File: src/rtl/core/arpc_pkg.sv
`default_nettype none
// ----------------------------------------------------------------------------
// arpc_pkg
// shared types and constants for the aging page cache tag block
// ----------------------------------------------------------------------------
package arpc_pkg;

    localparam int PAGE_W  = 20;
    localparam int INDEX_W = 4;

    typedef logic [PAGE_W-1:0]  t_page;
    typedef logic [INDEX_W-1:0] t_index;

    typedef enum logic {
        REQ_LOOKUP = 1'b0,
        REQ_AGE    = 1'b1
    } t_req;

    typedef enum logic [1:0] {
        ST_IDLE,
        ST_SCAN,
        ST_AGE,
        ST_RESULT
    } t_state;

    typedef struct packed {
        logic hit;
        logic free_found;
    } t_scan_flags;

endpackage
`default_nettype wire

File: src/rtl/core/aging_replacement_page_cache_tags.sv
`default_nettype none
// ----------------------------------------------------------------------------
// aging_replacement_page_cache_tags
// tag and aging replacement side of a fully associative page cache
// lookup: result word loaded once the sweep of all entries ends, and held off
//   while an earlier word waits on i_stall; next word taken the cycle after
// age tick: one-entry-a-cycle memory sweep, then the referenced flops clear
// reset clears valid and referenced flops at once; memories are not cleared
// ----------------------------------------------------------------------------
module aging_replacement_page_cache_tags import arpc_pkg::*; #(
    parameter int ENTRIES   = 16,
    parameter int AGE_BITS  = 32,
    parameter int PAGE_BITS = 20,
    localparam int IDX_W    = $clog2(ENTRIES)
) (
    input  logic                 i_clk,
    input  logic                 i_rst_n,
    input  logic                 i_valid,
    output logic                 o_stall,
    input  logic                 i_req_type,
    input  logic [PAGE_BITS-1:0] i_page_number,
    output logic                 o_valid,
    input  logic                 i_stall,
    output logic                 o_hit,
    output logic [IDX_W-1:0]     o_entry_index,
    output logic                 o_evicted,
    output logic [PAGE_BITS-1:0] o_evicted_page
);

    localparam int CNT_W = $clog2(ENTRIES + 1);
    localparam logic [CNT_W-1:0] CNT_END = CNT_W'(ENTRIES);

    typedef logic [PAGE_BITS-1:0] t_tag;

    t_state r_state;
    t_state n_state;

    logic [PAGE_BITS-1:0] tag_mem [ENTRIES];
    logic [AGE_BITS-1:0]  age_mem [ENTRIES];

    logic [CNT_W-1:0]     r_cnt;
    logic                 r_chk;
    logic [IDX_W-1:0]     r_chk_idx;
    logic [PAGE_BITS-1:0] r_tag_q;
    logic [AGE_BITS-1:0]  r_age_q;
    t_tag                 r_page;
    logic [ENTRIES-1:0]   r_valid;
    logic [ENTRIES-1:0]   r_ref;

    logic             r_out_valid;
    logic             r_hit;
    logic [IDX_W-1:0] r_entry_index;
    logic             r_evicted;
    t_tag             r_evicted_page;

    logic                 in_acc;
    logic                 rd_en;
    logic                 commit;
    logic                 age_wr;
    logic                 ref_clr;
    logic                 scan_chk;
    logic [IDX_W-1:0]     rd_addr;
    logic [IDX_W-1:0]     wr_addr;
    logic                 tag_we;
    logic                 age_we;
    logic [AGE_BITS-1:0]  age_wdata;
    t_scan_flags          scan_flags;
    logic [IDX_W-1:0]     scan_chosen;
    logic [PAGE_BITS-1:0] scan_best_tag;

    assign in_acc  = i_valid && !o_stall;
    assign rd_addr = r_cnt[IDX_W-1:0];

    // next state
    always_comb begin
        n_state = r_state;
        case (r_state)
            ST_IDLE: begin
                if (in_acc) begin
                    n_state = (t_req'(i_req_type) == REQ_AGE) ? ST_AGE : ST_SCAN;
                end
            end
            ST_SCAN: begin
                if (r_cnt == CNT_END) begin
                    n_state = ST_RESULT;
                end
            end
            ST_AGE: begin
                if (r_cnt == CNT_END) begin
                    n_state = ST_IDLE;
                end
            end
            ST_RESULT: begin
                if (commit) begin
                    n_state = ST_IDLE;
                end
            end
            default: n_state = ST_IDLE;
        endcase
    end

    // state outputs
    always_comb begin
        o_stall  = 1'b1;
        rd_en    = 1'b0;
        commit   = 1'b0;
        age_wr   = 1'b0;
        ref_clr  = 1'b0;
        scan_chk = 1'b0;
        case (r_state)
            ST_IDLE: begin
                o_stall = 1'b0;
            end
            ST_SCAN: begin
                rd_en    = (r_cnt != CNT_END);
                scan_chk = r_chk;
            end
            ST_AGE: begin
                rd_en   = (r_cnt != CNT_END);
                age_wr  = r_chk && r_valid[r_chk_idx];
                ref_clr = (r_cnt == CNT_END);
            end
            ST_RESULT: begin
                commit = !r_out_valid || !i_stall;
            end
            default: o_stall = 1'b1;
        endcase
    end

    always_ff @(posedge i_clk) begin
        if (!i_rst_n) begin
            r_state <= ST_IDLE;
            r_chk   <= 1'b0;
        end else begin
            r_state <= n_state;
            r_chk   <= rd_en;
        end
    end

    always_ff @(posedge i_clk) begin
        if (in_acc) begin
            r_cnt  <= '0;
            r_page <= i_page_number;
        end else if (rd_en) begin
            r_cnt <= r_cnt + 1'b1;
        end
        r_chk_idx <= rd_addr;
    end

    // entry memories
    assign wr_addr   = (r_state == ST_AGE) ? r_chk_idx : scan_chosen;
    assign tag_we    = commit && !scan_flags.hit;
    assign age_we    = age_wr || (commit && !scan_flags.hit && scan_flags.free_found);
    assign age_wdata = (r_state == ST_AGE) ? {r_ref[r_chk_idx], r_age_q[AGE_BITS-1:1]}
                                           : '0;

    always_ff @(posedge i_clk) begin
        if (rd_en) begin
            r_tag_q <= tag_mem[rd_addr];
            r_age_q <= age_mem[rd_addr];
        end
        if (tag_we) begin
            tag_mem[wr_addr] <= r_page;
        end
        if (age_we) begin
            age_mem[wr_addr] <= age_wdata;
        end
    end

    always_ff @(posedge i_clk) begin
        if (!i_rst_n) begin
            r_valid <= '0;
            r_ref   <= '0;
        end else begin
            if (ref_clr) begin
                r_ref <= '0;
            end
            if (commit) begin
                r_ref[scan_chosen] <= 1'b1;
                if (!scan_flags.hit) begin
                    r_valid[scan_chosen] <= 1'b1;
                end
            end
        end
    end

    arpc_scan #(
        .ENTRIES   (ENTRIES),
        .AGE_BITS  (AGE_BITS),
        .PAGE_BITS (PAGE_BITS)
    ) u_scan (
        .i_clk       (i_clk),
        .i_rst_n     (i_rst_n),
        .i_start     (in_acc),
        .i_chk       (scan_chk),
        .i_chk_idx   (r_chk_idx),
        .i_chk_valid (r_valid[r_chk_idx]),
        .i_chk_tag   (r_tag_q),
        .i_chk_age   (r_age_q),
        .i_page      (r_page),
        .o_flags     (scan_flags),
        .o_chosen    (scan_chosen),
        .o_best_tag  (scan_best_tag)
    );

    // result word
    always_ff @(posedge i_clk) begin
        if (!i_rst_n) begin
            r_out_valid <= 1'b0;
        end else if (commit) begin
            r_out_valid <= 1'b1;
        end else if (!i_stall) begin
            r_out_valid <= 1'b0;
        end
    end

    always_ff @(posedge i_clk) begin
        if (commit) begin
            r_hit         <= scan_flags.hit;
            r_entry_index <= scan_chosen;
            r_evicted     <= !scan_flags.hit && !scan_flags.free_found;
            if (!scan_flags.hit && !scan_flags.free_found) begin
                r_evicted_page <= scan_best_tag;
            end else begin
                r_evicted_page <= '0;
            end
        end
    end

    assign o_valid        = r_out_valid;
    assign o_hit          = r_hit;
    assign o_entry_index  = r_entry_index;
    assign o_evicted      = r_evicted;
    assign o_evicted_page = r_evicted_page;

    a_fill_sets_valid: assert property (@(posedge i_clk) disable iff (!i_rst_n)
        commit && !scan_flags.hit |=> r_valid[$past(scan_chosen)])
        else $error("filled entry not marked valid");

    a_valid_never_drops: assert property (@(posedge i_clk) disable iff (!i_rst_n)
        1'b1 |=> $countones(r_valid) >= $countones($past(r_valid)))
        else $error("valid entry lost");

    a_accept_starts_work: assert property (@(posedge i_clk) disable iff (!i_rst_n)
        in_acc |=> (r_state == ST_SCAN || r_state == ST_AGE))
        else $error("accepted word not processed");

    a_result_from_commit: assert property (@(posedge i_clk) disable iff (!i_rst_n)
        $rose(o_valid) |-> $past(commit))
        else $error("result word without lookup");

    a_age_clears_ref: assert property (@(posedge i_clk) disable iff (!i_rst_n)
        r_state == ST_AGE && r_cnt == CNT_END |=> r_ref == '0)
        else $error("referenced bits left after age sweep");

endmodule
`default_nettype wire

File: src/rtl/core/arpc_scan.sv
`default_nettype none
// ----------------------------------------------------------------------------
// arpc_scan
// walks the entry words read from the tag and age memories, one per cycle,
// and keeps the hit, the first free entry and the oldest valid entry
// ----------------------------------------------------------------------------
module arpc_scan import arpc_pkg::*; #(
    parameter int ENTRIES   = 16,
    parameter int AGE_BITS  = 32,
    parameter int PAGE_BITS = 20,
    localparam int IDX_W    = $clog2(ENTRIES)
) (
    input  logic                 i_clk,
    input  logic                 i_rst_n,
    input  logic                 i_start,
    input  logic                 i_chk,
    input  logic [IDX_W-1:0]     i_chk_idx,
    input  logic                 i_chk_valid,
    input  logic [PAGE_BITS-1:0] i_chk_tag,
    input  logic [AGE_BITS-1:0]  i_chk_age,
    input  logic [PAGE_BITS-1:0] i_page,
    output t_scan_flags          o_flags,
    output logic [IDX_W-1:0]     o_chosen,
    output logic [PAGE_BITS-1:0] o_best_tag
);

    t_scan_flags          r_flags;
    logic                 r_have_best;
    logic [IDX_W-1:0]     r_hit_idx;
    logic [IDX_W-1:0]     r_free_idx;
    logic [IDX_W-1:0]     r_best_idx;
    logic [PAGE_BITS-1:0] r_best_tag;
    logic [AGE_BITS-1:0]  r_best_age;

    logic is_hit;
    logic is_free;
    logic is_older;

    assign is_hit   = i_chk && !r_flags.hit && i_chk_valid && (i_chk_tag == i_page);
    assign is_free  = i_chk && !r_flags.free_found && !i_chk_valid;
    assign is_older = i_chk && !r_flags.free_found && i_chk_valid
                      && (!r_have_best || (i_chk_age < r_best_age));

    always_ff @(posedge i_clk) begin
        if (!i_rst_n) begin
            r_flags     <= '0;
            r_have_best <= 1'b0;
        end else if (i_start) begin
            r_flags     <= '0;
            r_have_best <= 1'b0;
        end else begin
            if (is_hit) begin
                r_flags.hit <= 1'b1;
            end
            if (is_free) begin
                r_flags.free_found <= 1'b1;
            end
            if (is_older) begin
                r_have_best <= 1'b1;
            end
        end
    end

    always_ff @(posedge i_clk) begin
        if (is_hit) begin
            r_hit_idx <= i_chk_idx;
        end
        if (is_free) begin
            r_free_idx <= i_chk_idx;
        end
        if (is_older) begin
            r_best_idx <= i_chk_idx;
            r_best_tag <= i_chk_tag;
            r_best_age <= i_chk_age;
        end
    end

    assign o_flags    = r_flags;
    assign o_chosen   = r_flags.hit ? r_hit_idx : (r_flags.free_found ? r_free_idx : r_best_idx);
    assign o_best_tag = r_best_tag;

endmodule
`default_nettype wire

File: config.mk
export PLATFORM = sky130hd
export DESIGN_NAME = aging_replacement_page_cache_tags
export DESIGN_NICKNAME = d
export VERILOG_FILES = /design/src/rtl/core/arpc_pkg.sv /design/src/rtl/core/aging_replacement_page_cache_tags.sv /design/src/rtl/core/arpc_scan.sv
export SDC_FILE = /design/constraint.sdc
export NUM_CORES = 1
export LEC_CHECK = 0
export BUFFER_PORTS_ARGS = -buffer_cell sky130_fd_sc_hd__buf_4
export CORE_ASPECT_RATIO = 1.25
export CORE_UTILIZATION = 45
export DETAILED_ROUTE_END_ITERATION = 12
export PLACE_DENSITY = 0.66
export SLEW_MARGIN = 20
export SYNTH_ARGS = -nofsm -noshare
export SYNTH_HDL_FRONTEND = slang
export SYNTH_SLANG_ARGS = --single-unit
File: constraint.sdc
create_clock -name i_clk -period 7.36 [get_ports i_clk]
set_input_delay 1.104 -clock i_clk [delete_from_list [all_inputs] [get_ports i_clk]]
set_output_delay 1.104 -clock i_clk [all_outputs]
set_load 0.005 [all_outputs]
==> metrics.cfg, run 1 <==
[power_and_ir_drop]
p_sw_frac = 0.246
net-switching-power_uw = 3680
seqPwrFrac = 0.496
power_leakage_uw = 0.0142
p_per_area_mw_per_mm2 = 328
combPwrFrac = 0.144
irDropWorstVdd_uv = 245
p_int_uw = 11200
clkPwrFrac = 0.359

[cts]
insertion_delay_ns = 0.68
path_clk_slew_ns = 0.06
cts_buffers = 100
clock_path_buffers = 3
post_cts_buffers = 0
post_cts_resized = 0
cts_tree = built
cts-root-buf = clkbuf_16
clock_sinks = 1042
cts_hold_buf = 0
cts_htree_levels = 3

[critical_path]
required_ns = 7.65
cp.arrival_ns = 3.99
path_max_fanout = 33
end_kind = flip-flop
crit_buf_inv = 1
crit_chain = mux4_1 > mux4_2 > nand2_1 > a21o_1 > a31oi_4 > buf_4
critPathMaxStageDelay_ns = 0.80
cp-start-kind = flip-flop
cpLargestDelayFamily = compound AO/OA/AOI/OAI gates
slowest_stage = dfxtp_1
crit_type = flip-flop to flip-flop

[finish]
multi_input_area_mm2 = 0.00868
area.growth.synth_to_final_pct = 14.3
fin_nets = 1995
fin_cells = 3187
regArea_mm2 = 0.0308
antenna_cells = 0
nFillCells = 6751
drive_gt1_frac = 0.284

[global_routing]
grt_usage = 0.190
grt_pass1_wl_um = 124000
grt_max_degree = 73
grt_antenna_before_repair = 1
grt_overflow = 0
first_global_vias = 19300

[route]
wirelength_um = 83100
drc = 0
via_per_inst = 5.67
first_pass_iters = 5
drt-wirelength-per-cell_um = 26.1
vias = 18100
dr.first_iter.drc_count = 1627
ant_nets = 0

[sta]
drv_slew = 0
slew_headroom = 0.248
final-setup-viol-count = 0
finClkSkew_ns = 0.0348
hold_viol = 0
period_share = 0.502
period_needed_ns = 3.70
holdWs_ns = 0.451
worstMarginPinSlew_ns = 1.13
grt_setup_unrepaired = no
max_freq_mhz = 271
setup_tns_ns = 0

[die]
start_util = 0.455
rows = 121
die_h_um = 334
die_area_mm2 = 0.0896
io_pins = 53
die_w_um = 268
fp.coreArea_mm2 = 0.0874

[logic_synthesis]
synth_top_area_frac = 0.751
syn-num-nets = 1868
synth_warnings = 0
ys_ff_latch = 1042
netlist-cell-type-count = 47
synth_edf_count = 994
yosysMostFrequentCell = edfxtp_1
syn_inst = 1805
ys_top_cells_by_count = 994 x edfxtp_1, 268 x mux4_2, 74 x nor2_1
seq_area_frac_synth = 0.775
synth-async-reset-ratio = 0
syn_avg_cell_area_um2 = 22.0
synth_top_flop_cell = edfxtp_1
yosysTopAreaCell = edfxtp_1
syn-cell-area_mm2 = 0.0398
synth_area_leaders = edfxtp_1 75%, mux4_2 15%, dfxtp_1 2.4%, ha_1 1.2%, and2_1 0.91%

[place]
gp_congestion = 0.826
place_hpwl_um = 43900
io_buffers = 52
placed_cells = 2998

[worst_hold_path]
hp-class = flip-flop to flip-flop

[job]
cap_violations = 0

[run_status]
status = complete, no violations

## cells in the final DEF, fill, tap and decap left out, types with 5 or more instances in the layout
cell,count
and2_1,58
mux2i_1,5
clkinv_1,7
nor2_4,17
nand2_1,39
nor2b_1,20
nand4_1,9
nand2b_1,5
edfxtp_1,994
a22oi_1,12
clkbuf_8,8
inv_1,41
ha_1,37
mux4_2,268
dfxtp_1,44
a21oi_1,19
clkinvlp_4,6
bufinv_16,14
nand3_1,6
o21ai_0,13
clkinv_2,15
nor2_2,17
o21a_1,13
xnor2_1,20
clkinv_16,6
nor2_1,40
clkbuf_1,28
buf_4,101
clkbuf_16,101
## worst paths after layout
kind | start | endpoint | slack, ns | depth (start not counted)
hold reg to reg | r_age_q[0] | u_scan.r_best_age[0] | 0.45 | 0
setup / recovery | r_chk_idx[1] | u_scan.o_best_tag[13] | 3.66 | 6
hold / removal | r_age_q[0] | u_scan.r_best_age[0] | 0.45 | 0
setup reg to reg | r_chk_idx[1] | u_scan.o_best_tag[13] | 3.66 | 6
## flip-flops by register name (all words and copies together), names as in the netlist, 4 cells and up
register           flops
age_mem              512
o_entry_index          4
o_evicted_page        20
r_age_q               32
r_chk_idx              4
r_cnt                  5
r_page                20
r_ref                 16
r_tag_q               20
r_valid               16
tag_mem              320
u_scan.o_best_tag     20
u_scan.r_best_age     32
u_scan.r_best_idx      4
u_scan.r_free_idx      4
u_scan.r_hit_idx       4
## stage by stage
stage | area, um^2 | util | total power [uW] | setup WS (ns)
3_5_place_dp | 41900 | 0.480 | 9740 | 3.65
2_1_floorplan | 39800 | - | 8970 | 2.34
6_report | 45500 | 0.520 | 14900 | 3.66
4_1_cts | 45500 | 0.520 | 15100 | 3.64
3_3_place_gp | 41900 | 0.479 | 9620 | 3.71
5_1_grt | 45500 | 0.520 | 15500 | 3.45
## power by group through the flow
stage	clock network, uW	logic (uW)	registers, uW
5_1_grt	5690	2340	7450
6_report	5360	2160	7410
4_1_cts	5460	2210	7420
2_1_floorplan	0	1620	7350
3_3_place_gp	0	2090	7530
3_5_place_dp	0	2200	7540
## kinds of logic after synthesis
kind of cell,Yosys count,synth area share
flops,1042,0.775
mux,275,0.154
simple gates,229,0.0289
buf+inv,119,0.0121
compound gates,78,0.0126
fa+ha+maj,38,0.0120
xor+xnor,24,0.00529
## routing by layer
layer,up-vias,routed length [um],track usage
li1,7680,-,-
met1,9670,32400,0.243
met2,585,44000,0.332
met3,127,4710,0.0301
met4,0,2060,0.0608
met5,-,0,0
## area by class of cell
| class | instances | area share |
|---|---|---|
| Sequential cell | 1042 | 0.678 |
| Multi-Input combinational cell | 644 | 0.191 |
| Clock buffer | 139 | 0.0606 |
| Tap cell | 1168 | 0.0321 |
| Timing Repair Buffer | 103 | 0.0179 |
| Clock inverter | 50 | 0.0170 |
| Inverter | 41 | 0.00339 |
Power figures use the tool's default switching activity.
==> inputs of run 2 (changes only) <==
Clock period 7.36 ns to 3.85 ns, I/O delays scaled along.
==> run 2 against run 1 <==
Critical path depth is 1 higher; worst setup slack got worse by 3.1 ns; largest power group unchanged; largest cell class unchanged; critical path type unchanged; total power grew 91%; final area hardly changed; critical endpoint is now age_mem[4][5]; non-clock buffer count stayed put.
==> metrics.cfg, run 2 (synthesis results as in run 1) <==
[run_status]
status = complete, no violations

[critical_path]
path_max_fanout = 22
startpoint = r_chk_idx[1]
cp-start-kind = flip-flop
required_ns = 4.21
end_kind = flip-flop
cp.arrival_ns = 3.63
r2r_start = r_chk_idx[1]
crit_type = flip-flop to flip-flop

[cts]
cts_htree_levels = 3
cts-root-buf = clkbuf_16
clock_path_buffers = 3
insertion_delay_ns = 0.67
cts_tree = built
post_cts_buffers = 0
clock_sinks = 1042
cts_hold_buf = 0
path_clk_slew_ns = 0.07
post_cts_resized = 0
cts_buffers = 102

[finish]
regMostFlops = age_mem
design_area_mm2 = 0.0455
regArea_mm2 = 0.0308
nFillCells = 6696
area.growth.synth_to_final_pct = 14.3
multi_input_area_mm2 = 0.00870
layout_commonest_cell = edfxtp_1
fin_nets = 1997
antenna_cells = 0
drive_gt1_frac = 0.280
final_core_util = 0.520
reg_top3 = age_mem (512), tag_mem (320)
largest_register_ff_count = 512
final_cell_mix = 994 x edfxtp_1, 268 x mux4_2, 107 x clkbuf_16

[die]
die_h_um = 334
die_w_um = 268
fp.coreArea_mm2 = 0.0874
rows = 121
die_area_mm2 = 0.0896
io_pins = 53
start_util = 0.455

[sta]
finClkSkew_ns = 0.0261
drv_slew = 0
setup_tns_ns = 0
final-setup-viol-count = 0
worstMarginPinSlew_ns = 1.15
hold_viol = 0
grt_setup_unrepaired = no
period_share = 0.850
fin_ws_ns = 0.577
slew_headroom = 0.229
max_freq_mhz = 306
period_needed_ns = 3.27

[global_routing]
grt_max_degree = 82
grt_usage = 0.181
grt_pass1_wl_um = 119000
grt_antenna_before_repair = 0
first_global_vias = 18700
grt_overflow = 0

[route]
drc = 0
dr.first_iter.drc_count = 1497
via_per_inst = 5.55
wirelength_um = 78800
drt-wirelength-per-cell_um = 24.8
vias = 17700
ant_nets = 0
first_pass_iters = 5

[power_and_ir_drop]
totalPowerFinal_uw = 28500
p_per_area_mw_per_mm2 = 626
power_leakage_uw = 0.0142
irDropWorstVdd_uv = 359

[worst_hold_path]
hp-class = input pin to flip-flop
worst_hold_startpoint = i_page_number[0]

[place]
pre_cts_ws_ns = 0.625
io_buffers = 52
place_hpwl_um = 46500
place_area_mm2 = 0.0420
gp_congestion = 0.788

[job]
cap_violations = 0

## run 2: cell type report
| class | count | area share |
|---|---|---|
| Multi-Input combinational cell | 644 | 0.191 |
| Timing Repair Buffer | 103 | 0.0195 |
| Clock buffer | 133 | 0.0613 |
| Inverter | 41 | 0.00339 |
| Clock inverter | 54 | 0.0142 |
| Tap cell | 1168 | 0.0321 |
| Sequential cell | 1042 | 0.678 |
## run 2: worst paths after layout
path / end / slack [ns] / depth (start not counted)
max reg2reg: age_mem[4][5] / 0.58 / 7
min reg2reg: r_valid[4] / 0.46 / 1
min: r_page[0] / 0.09 / 1
max: age_mem[4][5] / 0.58 / 7
## run 2: per-layer routing
metal | vias to the layer above | GRT usage | routed length (um)
met4 | 0 | 0.0469 | 1490
met1 | 9476 | 0.232 | 31600
met3 | 93 | 0.0272 | 3430
li1 | 7684 | - | -
met2 | 436 | 0.319 | 42300
met5 | - | 0 | 0
## run 2: report_power, final
| group | leakage [uW] | internal, uW | switching (uW) |
|---|---|---|---|
| Combinational | 0.00310 | 1980 | 2260 |
| Sequential | 0.00947 | 13500 | 618 |
| Clock | 0.00167 | 5930 | 4150 |
## run 2: critical path, stage by stage, from the launching register on
cell     delay, ns
dfxtp_1       0.61
buf_4         0.26
mux4_2        0.50
mux4_2        0.58
a32o_2        0.35
nand2_2       0.21
nor2_4        0.14
buf_4         0.30
## run 2: per-stage QoR
step | std cells | hold slack, ns
finish | 3185 | 0.0851
CTS | 3185 | 0.0457
global placement | 2998 | 0.447
global route | 3185 | 0.0538
floorplan | 1805 | 0.329
detailed placement | 2998 | 0.450
==> inputs of run 3 (changes only) <==
Settings changed: CELL_PAD_IN_SITES_DETAIL_PLACEMENT set to 0, CELL_PAD_IN_SITES_GLOBAL_PLACEMENT set to 1, PLACE_DENSITY 0.66 to 0.72.
==> run 3 against run 2 <==
Die area stayed put; critical endpoint is now age_mem[1][12]; total power is 2.3% lower; maximum frequency is 0.53% lower; clock power is 7% lower; critical path depth is 1 lower; clock skew is 0.018 ns higher.
==> metrics.cfg, run 3 (synthesis results as in run 1) <==
[sta]
max_freq_mhz = 304
drv_slew = 0
slew_headroom = 0.349
setup_tns_ns = 0
period_needed_ns = 3.29
hold_viol = 0
holdWs_ns = 0.0933
worstMarginPinSlew_ns = 0.974
period_share = 0.855
grt_setup_unrepaired = no
finClkSkew_ns = 0.0444
final-setup-viol-count = 0

[die]
start_util = 0.455
die_w_um = 268
die_area_mm2 = 0.0896
fp.coreArea_mm2 = 0.0874
die_h_um = 334
io_pins = 53
rows = 121

[route]
dr.first_iter.drc_count = 1346
drc = 0
wirelength_um = 81500
first_pass_iters = 5
drt-wirelength-per-cell_um = 25.6
via_per_inst = 5.60
ant_nets = 0
vias = 17900

[cts]
cts_buffers = 102
cts_htree_levels = 3
clock_path_buffers = 3
post_cts_buffers = 0
cts_tree = built
clock_sinks = 1042
cts_hold_buf = 0
path_clk_slew_ns = 0.06
insertion_delay_ns = 0.67
cts-root-buf = clkbuf_16
post_cts_resized = 0

[worst_hold_path]
min_to = r_page[19]
holdPathStages = 1
worst_hold_startpoint = i_page_number[19]
hp-class = input pin to flip-flop

[critical_path]
reg2reg_depth = 6
required_ns = 4.17
cp-start-kind = flip-flop
cp.arrival_ns = 3.62
r2r_end = age_mem[1][12]
r2r_start = r_chk_idx[1]
crit_type = flip-flop to flip-flop
r2r_slack_ns = 0.56
end_kind = flip-flop
path_max_fanout = 32

[power_and_ir_drop]
power_leakage_uw = 0.0142
totalPowerFinal_uw = 27800
irDropWorstVdd_uv = 453
p_per_area_mw_per_mm2 = 613

[finish]
final_cell_mix = 994 x edfxtp_1, 268 x mux4_2, 105 x clkbuf_16
final_core_util = 0.519
fin_nets = 2001
area.growth.synth_to_final_pct = 14.0
layout_commonest_cell = edfxtp_1
antenna_cells = 0
reg_top3 = age_mem (512), tag_mem (320)
drive_gt1_frac = 0.282
largest_register_ff_count = 512
regMostFlops = age_mem

[place]
gp_congestion = 0.810
place_hpwl_um = 47900
io_buffers = 52

[global_routing]
grt_overflow = 0
grt_antenna_before_repair = 0
grt-busiest-layer = met2
grt_max_degree = 64
use_met2 = 0.330
grt_usage = 0.187
use_met3 = 0.0242
grt_pass1_wl_um = 122000
grtUsageMet1 = 0.240
first_global_vias = 18800

[run_status]
status = complete, no violations

[job]
cap_violations = 0

[run 3: cell types whose count changed in the layout (fill, tap and decap cells not counted), moves of 3 or more]
cell / before / now
buf_12: 9 / 16
buf_4: 94 / 89
clkinv_2: 15 / 23
nor2_2: 11 / 16
bufinv_16: 12 / 2
nor2_4: 22 / 17
clkbuf_8: 1 / 6
clkbuf_1: 25 / 22
[run 3: final cells by class]
cell class                 count  area, um^2
fill                        6724       42000
clock buffer                 135        2810
timing repair buffer         107        1040
tap                         1168        1460
clock inverter                49         344
multi-input combinational    644        8680
inverter                      41         154
sequential                  1042       30800
[run 3: layer usage]
layer,part of all wire,wire [um]
met1,0.40,32800
met2,0.54,43600
met3,0.039,3200
met4,0.023,1890
met5,0,0
[run 3: per-stage QoR]
step / setup slack (ns) / cell area (um^2) / instances
finish: 0.560 / 45300 / 3186
global route: 0.375 / 45300 / 3186
CTS: 0.488 / 45300 / 3185
detailed placement: 0.514 / 42100 / 3001
global placement: 0.552 / 42100 / 2999
floorplan: 0.160 / 39800 / 1805
[run 3: power breakdown]
group          total, uW  leakage, uW  internal [uW]  switching (uW)
sequential         14200      0.00947          13500             692
combinational       4210      0.00315           2000            2220
clock               9360      0.00155           5260            4100
[run 3: worst max-delay path by stage]
| stage | start | to | slack [ns] |
|---|---|---|---|
| finish | r_chk_idx[1] | age_mem[1][12] | 0.56 |
| global route | r_chk_idx[1] | age_mem[0][14] | 0.38 |
| CTS | r_chk_idx[1] | age_mem[0][2] | 0.49 |
| detailed placement | r_chk_idx[1] | age_mem[0][12] | 0.51 |
| global placement | r_chk_idx[1] | age_mem[12][11] | 0.55 |
| floorplan | r_cnt[0] | r_cnt[2] | 0.16 |
[run 3: critical path, cell delays in order (launching register included)]
cell and delay (ns):
dfxtp_1 0.79, mux4_1 0.63, mux4_2 0.56, a32o_2 0.34, nand2_2 0.19, nor2_4 0.04, buf_4 0.35
